File: src/rtl/gcb_pkg.sv
// Package for the graph colouring block: sizes, codes and the transfer structs.
// Depends on nothing; imported by the top level and the checker.
package gcb_pkg;

    localparam int MAX_NODES    = 32;
    localparam int MAX_COLORS   = 16;
    localparam int RESULT_LIMIT = 32;
    localparam int NODE_LIMIT   = (MAX_NODES < RESULT_LIMIT) ? MAX_NODES : RESULT_LIMIT;

    localparam int NODE_W  = (NODE_LIMIT > 1) ? $clog2(NODE_LIMIT) : 1;
    localparam int COLOR_W = $clog2(MAX_COLORS);

    localparam int NODE_FIELD_W  = 5;
    localparam int COLOR_FIELD_W = 4;
    localparam int NODE_CFG_W    = 6;
    localparam int COLOR_CFG_W   = 5;
    localparam int CFG_DATA_W    = 6;

    typedef enum logic [1:0] {
        KIND_EDGE  = 2'd0,
        KIND_SOLVE = 2'd1,
        KIND_CLEAR = 2'd2
    } t_kind;

    typedef enum logic [0:0] {
        CFG_NODE_COUNT  = 1'b0,
        CFG_COLOR_COUNT = 1'b1
    } t_cfg_reg;

    typedef struct packed {
        t_kind                   kind;
        logic [NODE_FIELD_W-1:0] node_a;
        logic [NODE_FIELD_W-1:0] node_b;
    } t_in_item;

    typedef struct packed {
        logic [NODE_FIELD_W-1:0]  node_index;
        logic [COLOR_FIELD_W-1:0] node_color;
        logic                     found;
        logic                     last;
    } t_out_item;

endpackage

File: src/rtl/graph_coloring_backtrack.sv
// Graph m-colouring by depth-first backtracking over an adjacency bit matrix.
// Edge and clear transfers keep the block in ST_IDLE, so it stays ready for the next.
// Solve: ST_SEARCH makes one colour test or backtrack step at a time on the shared conflict
// unit, then spots the end; ST_EMIT then gives one result per cycle while the sink is ready.
// Input is stalled from solve accept until the last result is in the output register.
// Reset (i_rst_n low, synchronous) clears the matrix, sets both counts to 1, goes idle.
module graph_coloring_backtrack
    import gcb_pkg::*;
(
    input  logic                  i_clk,
    input  logic                  i_rst_n,
    input  logic                  i_cfg_we,
    input  t_cfg_reg              i_cfg_idx,
    input  logic [CFG_DATA_W-1:0] i_cfg_data,
    input  logic                  i_in_valid,
    output logic                  o_in_ready,
    input  t_in_item              i_in_data,
    output logic                  o_out_valid,
    input  logic                  i_out_ready,
    output t_out_item             o_out_data
);

    typedef logic [NODE_W:0]  t_npos;
    typedef logic [COLOR_W:0] t_ncol;

    typedef enum logic [2:0] {
        ST_IDLE   = 3'b001,
        ST_SEARCH = 3'b010,
        ST_EMIT   = 3'b100
    } t_state;

    t_state                  r_state, n_state;
    logic [NODE_CFG_W-1:0]   r_node_count;
    logic [COLOR_CFG_W-1:0]  r_color_count;
    logic [NODE_LIMIT-1:0]   r_adj [NODE_LIMIT];
    logic [COLOR_W-1:0]      r_assign [NODE_LIMIT];
    logic [NODE_LIMIT-1:0]   r_assigned;
    t_npos                   r_pos, n_pos;
    t_ncol                   r_color, n_color;
    logic                    r_found, n_found;
    logic                    r_out_valid, n_out_valid;
    t_out_item               r_out, n_out;

    t_npos                   eff_n;
    t_ncol                   eff_m;
    logic                    in_xfer;
    logic                    edge_we, adj_clr, asg_start, asg_we, asg_drop;
    logic [NODE_W-1:0]       pos_idx, rd_idx;
    t_npos                   pos_m1;
    logic [COLOR_W-1:0]      rd_color;
    logic [NODE_LIMIT-1:0]   cur_row;
    logic                    conflict;
    logic                    out_free;

    // effective counts, saturated as the search needs them
    always_comb begin
        if (r_node_count == '0) begin
            eff_n = t_npos'(1);
        end else if (r_node_count > NODE_CFG_W'(NODE_LIMIT)) begin
            eff_n = t_npos'(NODE_LIMIT);
        end else begin
            eff_n = t_npos'(r_node_count);
        end
        if (r_color_count > COLOR_CFG_W'(MAX_COLORS)) begin
            eff_m = t_ncol'(MAX_COLORS);
        end else begin
            eff_m = t_ncol'(r_color_count);
        end
    end

    assign o_in_ready = (r_state == ST_IDLE);
    assign in_xfer    = i_in_valid && o_in_ready;
    assign out_free   = !r_out_valid || i_out_ready;

    assign pos_idx  = r_pos[NODE_W-1:0];
    assign pos_m1   = r_pos - 1'b1;
    // single read port: the node being emitted, or the one we step back to
    assign rd_idx   = (r_state == ST_EMIT) ? pos_idx : pos_m1[NODE_W-1:0];
    assign rd_color = r_assign[rd_idx];
    assign cur_row  = r_adj[pos_idx];

    // shared conflict unit: does any assigned neighbour hold the trial colour
    always_comb begin
        conflict = 1'b0;
        for (int i = 0; i < NODE_LIMIT; i++) begin
            conflict = conflict | (cur_row[i] & r_assigned[i]
                                   & (r_assign[i] == r_color[COLOR_W-1:0]));
        end
    end

    always_comb begin
        n_state     = r_state;
        n_pos       = r_pos;
        n_color     = r_color;
        n_found     = r_found;
        n_out_valid = r_out_valid && !i_out_ready;
        n_out       = r_out;
        edge_we     = 1'b0;
        adj_clr     = 1'b0;
        asg_start   = 1'b0;
        asg_we      = 1'b0;
        asg_drop    = 1'b0;
        case (r_state)
            ST_IDLE: begin
                if (in_xfer) begin
                    case (i_in_data.kind)
                        KIND_EDGE: begin
                            edge_we = (NODE_CFG_W'(i_in_data.node_a) < NODE_CFG_W'(eff_n))
                                   && (NODE_CFG_W'(i_in_data.node_b) < NODE_CFG_W'(eff_n));
                        end
                        KIND_CLEAR: begin
                            adj_clr = 1'b1;
                        end
                        KIND_SOLVE: begin
                            asg_start = 1'b1;
                            n_pos     = '0;
                            n_color   = '0;
                            n_state   = ST_SEARCH;
                        end
                        default: begin
                        end
                    endcase
                end
            end
            ST_SEARCH: begin
                if (r_pos >= eff_n) begin
                    n_found = 1'b1;
                    n_pos   = '0;
                    n_state = ST_EMIT;
                end else if (r_color >= eff_m) begin
                    if (r_pos == '0) begin
                        n_found = 1'b0;
                        n_state = ST_EMIT;
                    end else begin
                        // step back, resume one colour past the old choice
                        asg_drop = 1'b1;
                        n_pos    = pos_m1;
                        n_color  = {1'b0, rd_color} + 1'b1;
                    end
                end else if (!conflict) begin
                    asg_we  = 1'b1;
                    n_pos   = r_pos + 1'b1;
                    n_color = '0;
                end else begin
                    n_color = r_color + 1'b1;
                end
            end
            ST_EMIT: begin
                if (out_free) begin
                    n_out_valid = 1'b1;
                    if (!r_found) begin
                        n_out.node_index = '0;
                        n_out.node_color = '0;
                        n_out.found      = 1'b0;
                        n_out.last       = 1'b1;
                        n_state          = ST_IDLE;
                    end else begin
                        n_out.node_index = NODE_FIELD_W'(pos_idx);
                        n_out.node_color = COLOR_FIELD_W'(rd_color);
                        n_out.found      = 1'b1;
                        n_out.last       = (t_npos'(r_pos + 1'b1) == eff_n);
                        n_pos            = r_pos + 1'b1;
                        if (n_out.last) begin
                            n_state = ST_IDLE;
                        end
                    end
                end
            end
            default: begin
                n_state = ST_IDLE;
            end
        endcase
    end

    always_ff @(posedge i_clk) begin
        if (!i_rst_n) begin
            r_state       <= ST_IDLE;
            r_out_valid   <= 1'b0;
            r_node_count  <= NODE_CFG_W'(1);
            r_color_count <= COLOR_CFG_W'(1);
            r_pos         <= '0;
            r_assigned    <= '0;
            for (int i = 0; i < NODE_LIMIT; i++) begin
                r_adj[i] <= '0;
            end
        end else begin
            r_state     <= n_state;
            r_out_valid <= n_out_valid;
            r_pos       <= n_pos;
            if (i_cfg_we) begin
                case (i_cfg_idx)
                    CFG_NODE_COUNT:  r_node_count  <= i_cfg_data[NODE_CFG_W-1:0];
                    CFG_COLOR_COUNT: r_color_count <= i_cfg_data[COLOR_CFG_W-1:0];
                    default: begin
                    end
                endcase
            end
            if (adj_clr) begin
                for (int i = 0; i < NODE_LIMIT; i++) begin
                    r_adj[i] <= '0;
                end
            end else if (edge_we) begin
                // undirected: both directions stored
                r_adj[i_in_data.node_a[NODE_W-1:0]][i_in_data.node_b[NODE_W-1:0]] <= 1'b1;
                r_adj[i_in_data.node_b[NODE_W-1:0]][i_in_data.node_a[NODE_W-1:0]] <= 1'b1;
            end
            if (asg_start) begin
                r_assigned <= '0;
            end else if (asg_we) begin
                r_assigned[pos_idx] <= 1'b1;
            end else if (asg_drop) begin
                r_assigned[pos_m1[NODE_W-1:0]] <= 1'b0;
            end
        end
    end

    always_ff @(posedge i_clk) begin
        r_color <= n_color;
        r_found <= n_found;
        r_out   <= n_out;
        if (asg_we) begin
            r_assign[pos_idx] <= r_color[COLOR_W-1:0];
        end
    end

    assign o_out_valid = r_out_valid;
    assign o_out_data  = r_out;

endmodule

File: config.mk
export PLATFORM = sky130hd
export DESIGN_NAME = graph_coloring_backtrack
export DESIGN_NICKNAME = d
export VERILOG_FILES = /design/src/rtl/gcb_pkg.sv /design/src/rtl/graph_coloring_backtrack.sv
export SDC_FILE = /design/constraint.sdc
export NUM_CORES = 2
export LEC_CHECK = 0
export ABC_CLOCK_PERIOD_IN_PS = 3920
export BUFFER_PORTS_ARGS = -buffer_cell sky130_fd_sc_hd__buf_2
export CORE_MARGIN = 4
export CORE_UTILIZATION = 30
export CTS_BUF_LIST = sky130_fd_sc_hd__clkbuf_16
export CTS_CLUSTER_DIAMETER = 200
export DETAILED_ROUTE_END_ITERATION = 10
export GPL_ROUTABILITY_DRIVEN = 0
export PLACE_DENSITY = 0.56
export SLEW_MARGIN = 40
export SYNTH_ARGS = -nofsm -noshare
export SYNTH_HDL_FRONTEND = slang
export SYNTH_SLANG_ARGS = --single-unit
File: constraint.sdc
create_clock -name i_clk -period 3.92 [get_ports i_clk]
set_input_delay 0.784 -clock i_clk [delete_from_list [all_inputs] [get_ports i_clk]]
set_output_delay 0.784 -clock i_clk [all_outputs]
set_load 0.005 [all_outputs]
==> results.md <==
* Fin. Hold Viols at 0
* Die height at about 430 µm
* Adder-Cell Fraction of Synth Area at 0.006174
* Sequential cell area at 26,030 µm²
* Syn nets at ~4,900
* CP endpoint: r_assign[4][3]
* TritonCTS clock tree: done
* Worst-path clk slew at approximately 0.060 ns
* Dpl ws at -0.6067 ns
* Slew HR at 0.3436
* Max layer used: met5
* Root Buffer: clkbuf_16
* Row count at around 150
* Ys async rst share at 0
* Final worst setup slack at -0.2804 ns
* Hold-fix buffers, CTS at 0
* Max Fanout on Critical Path at 30
* Number of remaining DRC errors at 0
* Final instance area at 62,800 µm²
* Setup violators final at 143
* Placed Cells at around 7,000
* Post-layout min period at between 4 and 5 ns
* Max Freq at about 0.24 GHz
* Sw Share at 0.2958
* Setup_tns at -34.21 ns
* Unrepaired setup endpoints after global routing: yes
* I/O Buffers at 36
* Initial Util at 0.3025
* Reg2reg end: r_assign[4][3]
* Leak at roughly 29 nW
* Register area share after synthesis at 0.4937
* First drt pass iteration count at 9
* Maximum root-to-sink buffer count at 3
* Critical Path End Type: register
* Hold slack at approximately 0.28 ns
* Mux cell area share after synthesis at 0.1328
* Met3 routed WL at roughly 26,000 µm
* Reg2Reg Setup Slack at -0.28 ns
* Vias per std cell at roughly 6.0
* Period utilization at 1.072
* Post-synth top flop: dfxtp_1
* Ratio of cells with drive above 1 in the final layout at 0.1914
* CTS Sinks at roughly 1,200
* Worst Max-Slew Pin Slew at between 0.9 and 1 ns
* Synth warnings at 0
* Die footprint at ~180,000 µm²
* Max-Cap Viols at 0
* Util after Layout at 0.3605
* WL/cell at 30.17 µm
* #FFs+latches synth at ~1,200
* Post-synthesis cell count at roughly 4,800
* CP Launch Type: register
* Clock power share at 0.405
* Cell depth of the worst flop-to-flop path at 13
* Layout Area Growth over Synthesis at 19.18%
* Leading area contributor after synthesis: dfxtp_1
* Worst Path Required at 4.40 ns
* Vias in the first global route at 41,380
* Largest family of logic cells by synthesized area: compound AO/OA/AOI/OAI gates
* DP Wirelength at 157,500 µm
* Latest clock arrival within the worst-skew pair at approximately 0.80 ns
* Gate power share at 0.170
* CTS Buf Count at 133
* Remaining Overflow, GRT at 0
* Synth Area in Simple Gates at 0.07221
* Non-filler instance count after layout at 7,406
* Worst EP arrival at approximately 4.7 ns
* WL met2 at roughly 93,000 µm
* Io pins at 37
* Synth top area share at 0.4111
* Clk_skew at about 0.038 ns
* Final-report max-slew violation count at 0
* First-pass GRT wire length at 311,300 µm
* Initial antenna violation count at 11
* Sequential share of power at 0.425
* Post-route ant nets at 0
* FILL cells at about 17,000
* DP Area at 57,510 µm²
* Max VDD drop at 459.3 µV
* Die Wd at ~430 µm
* Status: finished, violations left
* Vias at approximately 44,000
* Largest net degree at the start of global routing at approximately 130
* Top post-synthesis cells by area: dfxtp_1 (41%), a21o_1 (13%), mux4_2 (10%)
* Syn avg cell area at between 10 and 15 µm²
* Mapped Area at around 53,000 µm²
* M1 WL at 91,220 µm
* Synth Area in Compound Gates at 0.2352
* Number of distinct library cells after synthesis at between 70 and 80
* Synth Area in XOR/XNOR at 0.02460
* Core Box Area at about 170,000 µm²
* Failing checks: setup timing
* Switching Power at ~9.1 mW
* EDFF count, synth at around 150
* Pwr Density at roughly 490 nW/µm²
* # nets final at 5,018
* Crit Path Category: register to register
* Multi-input logic area at 25,470 µm²
* 1st-iter DRT viols at around 6,600
* Internal power at between 20 and 25 mW
* Hold path start: i_cfg_data[0]
* CTS H-tree lvls at 4
* Worst Hold Class: primary input to register
* WL final at approximately 220,000 µm
* Overall power at between 30 and 40 mW
* Total GRT Usage at 0.2360
==> kinds of logic after synthesis <==
logic type / Yosys count
buffers and inverters: 429
flip-flops: 1227
adder cells (fa/ha/maj): 26
multiplexers: 391
XOR/XNOR: 148
AND/OR/NAND/NOR: 828
AO/OA/AOI/OAI: 1786
==> power by group through the flow <==
stage                     registers, mW  logic [mW]  clock network, mW
after floorplan                    13.3        2.46                  0
after global placement             13.3        4.87                  0
after detailed placement           13.3        4.88                  0
after CTS                          13.0        4.99               12.5
after global routing               13.0        5.33               13.0
final                              13.0        5.20               12.4
==> flip-flops by register name, summed over array words and instances, names as in the netlist, named ones only <==
signal         flops
r_color            5
r_found            1
r_pos              6
o_out_data        11
o_out_valid        1
r_node_count       6
r_adj           1024
r_assign         128
r_assigned        32
r_state            3
r_color_count      5
==> cells in the final DEF (no fill, tap or decap), drive strengths merged, types with 66 or more instances in the layout <==
cell type,synthesis,routed
dfxtp,1082,1082
a21o,904,904
o22ai,456,456
nand2,415,415
buf,96,401
mux4,243,243
o21ai,191,191
edfxtp,145,145
clkbuf,309,139
mux2i,129,129
nand3,88,88
nor2,87,87
xnor2,76,76
xor2,72,72
clkinv,2,66
==> synth_stat cells, types with 76 or more instances <==
cell	instances
a21o_1	904
clkbuf_1	308
dfxtp_1	1082
edfxtp_1	145
mux2i_1	129
mux4_2	238
nand2_1	414
nand3_1	88
nor2_1	87
o21ai_0	189
o22ai_1	456
xnor2_1	76
==> worst min path at each step <==
stage | to | slack [ns] | cells past startpoint
after floorplan | r_adj[1][27] | 0.42 | 1
after global placement | r_adj[30][11] | 0.43 | 1
after detailed placement | r_adj[9][12] | 0.43 | 1
after CTS | r_node_count[0] | 0.23 | 3
after global routing | r_node_count[0] | 0.28 | 3
final | r_node_count[0] | 0.28 | 3
==> critical path, cell delays in order, from the launching register on <==
cell       delay (ns)
dfxtp_4          0.42
buf_4            0.19
buf_12           0.22
mux4_2           0.54
mux2i_2          0.41
a21oi_4          0.18
a2111o_1         0.44
nor4_4           0.49
buf_4            0.22
inv_2            0.04
nor3_4           0.14
buf_12           0.17
clkbuf_16        0.18
and3_4           0.22
==> area by class of cell <==
| type | count | area share |
|---|---|---|
| Inverter | 24 | 0.001435 |
| Clock buffer | 138 | 0.05499 |
| Timing Repair Buffer | 403 | 0.06464 |
| Sequential cell | 1227 | 0.4145 |
| Multi-Input combinational cell | 3179 | 0.4056 |
| Tap cell | 2325 | 0.04632 |
| Clock inverter | 103 | 0.01219 |
| Antenna cell | 7 | 0.0002789 |
==> per-layer routing <==
| layer | GRT usage | up-vias |
|---|---|---|
| li1 | - | 18560 |
| met1 | 0.3225 | 22410 |
| met2 | 0.3372 | 2853 |
| met3 | 0.06517 | 573 |
| met4 | 0.1258 | 10 |
| met5 | 0 | - |
==> what timing repair did <==
| item | in CTS | in global routing |
|---|---|---|
| gates resized for setup | 109 | 34 |
| setup buffers | 31 | 12 |
| cloned | 6 | 1 |
| pin swaps | 10 | 13 |
| setup endpoints to repair | 176 | 194 |
Power figures use the tool's default switching activity.
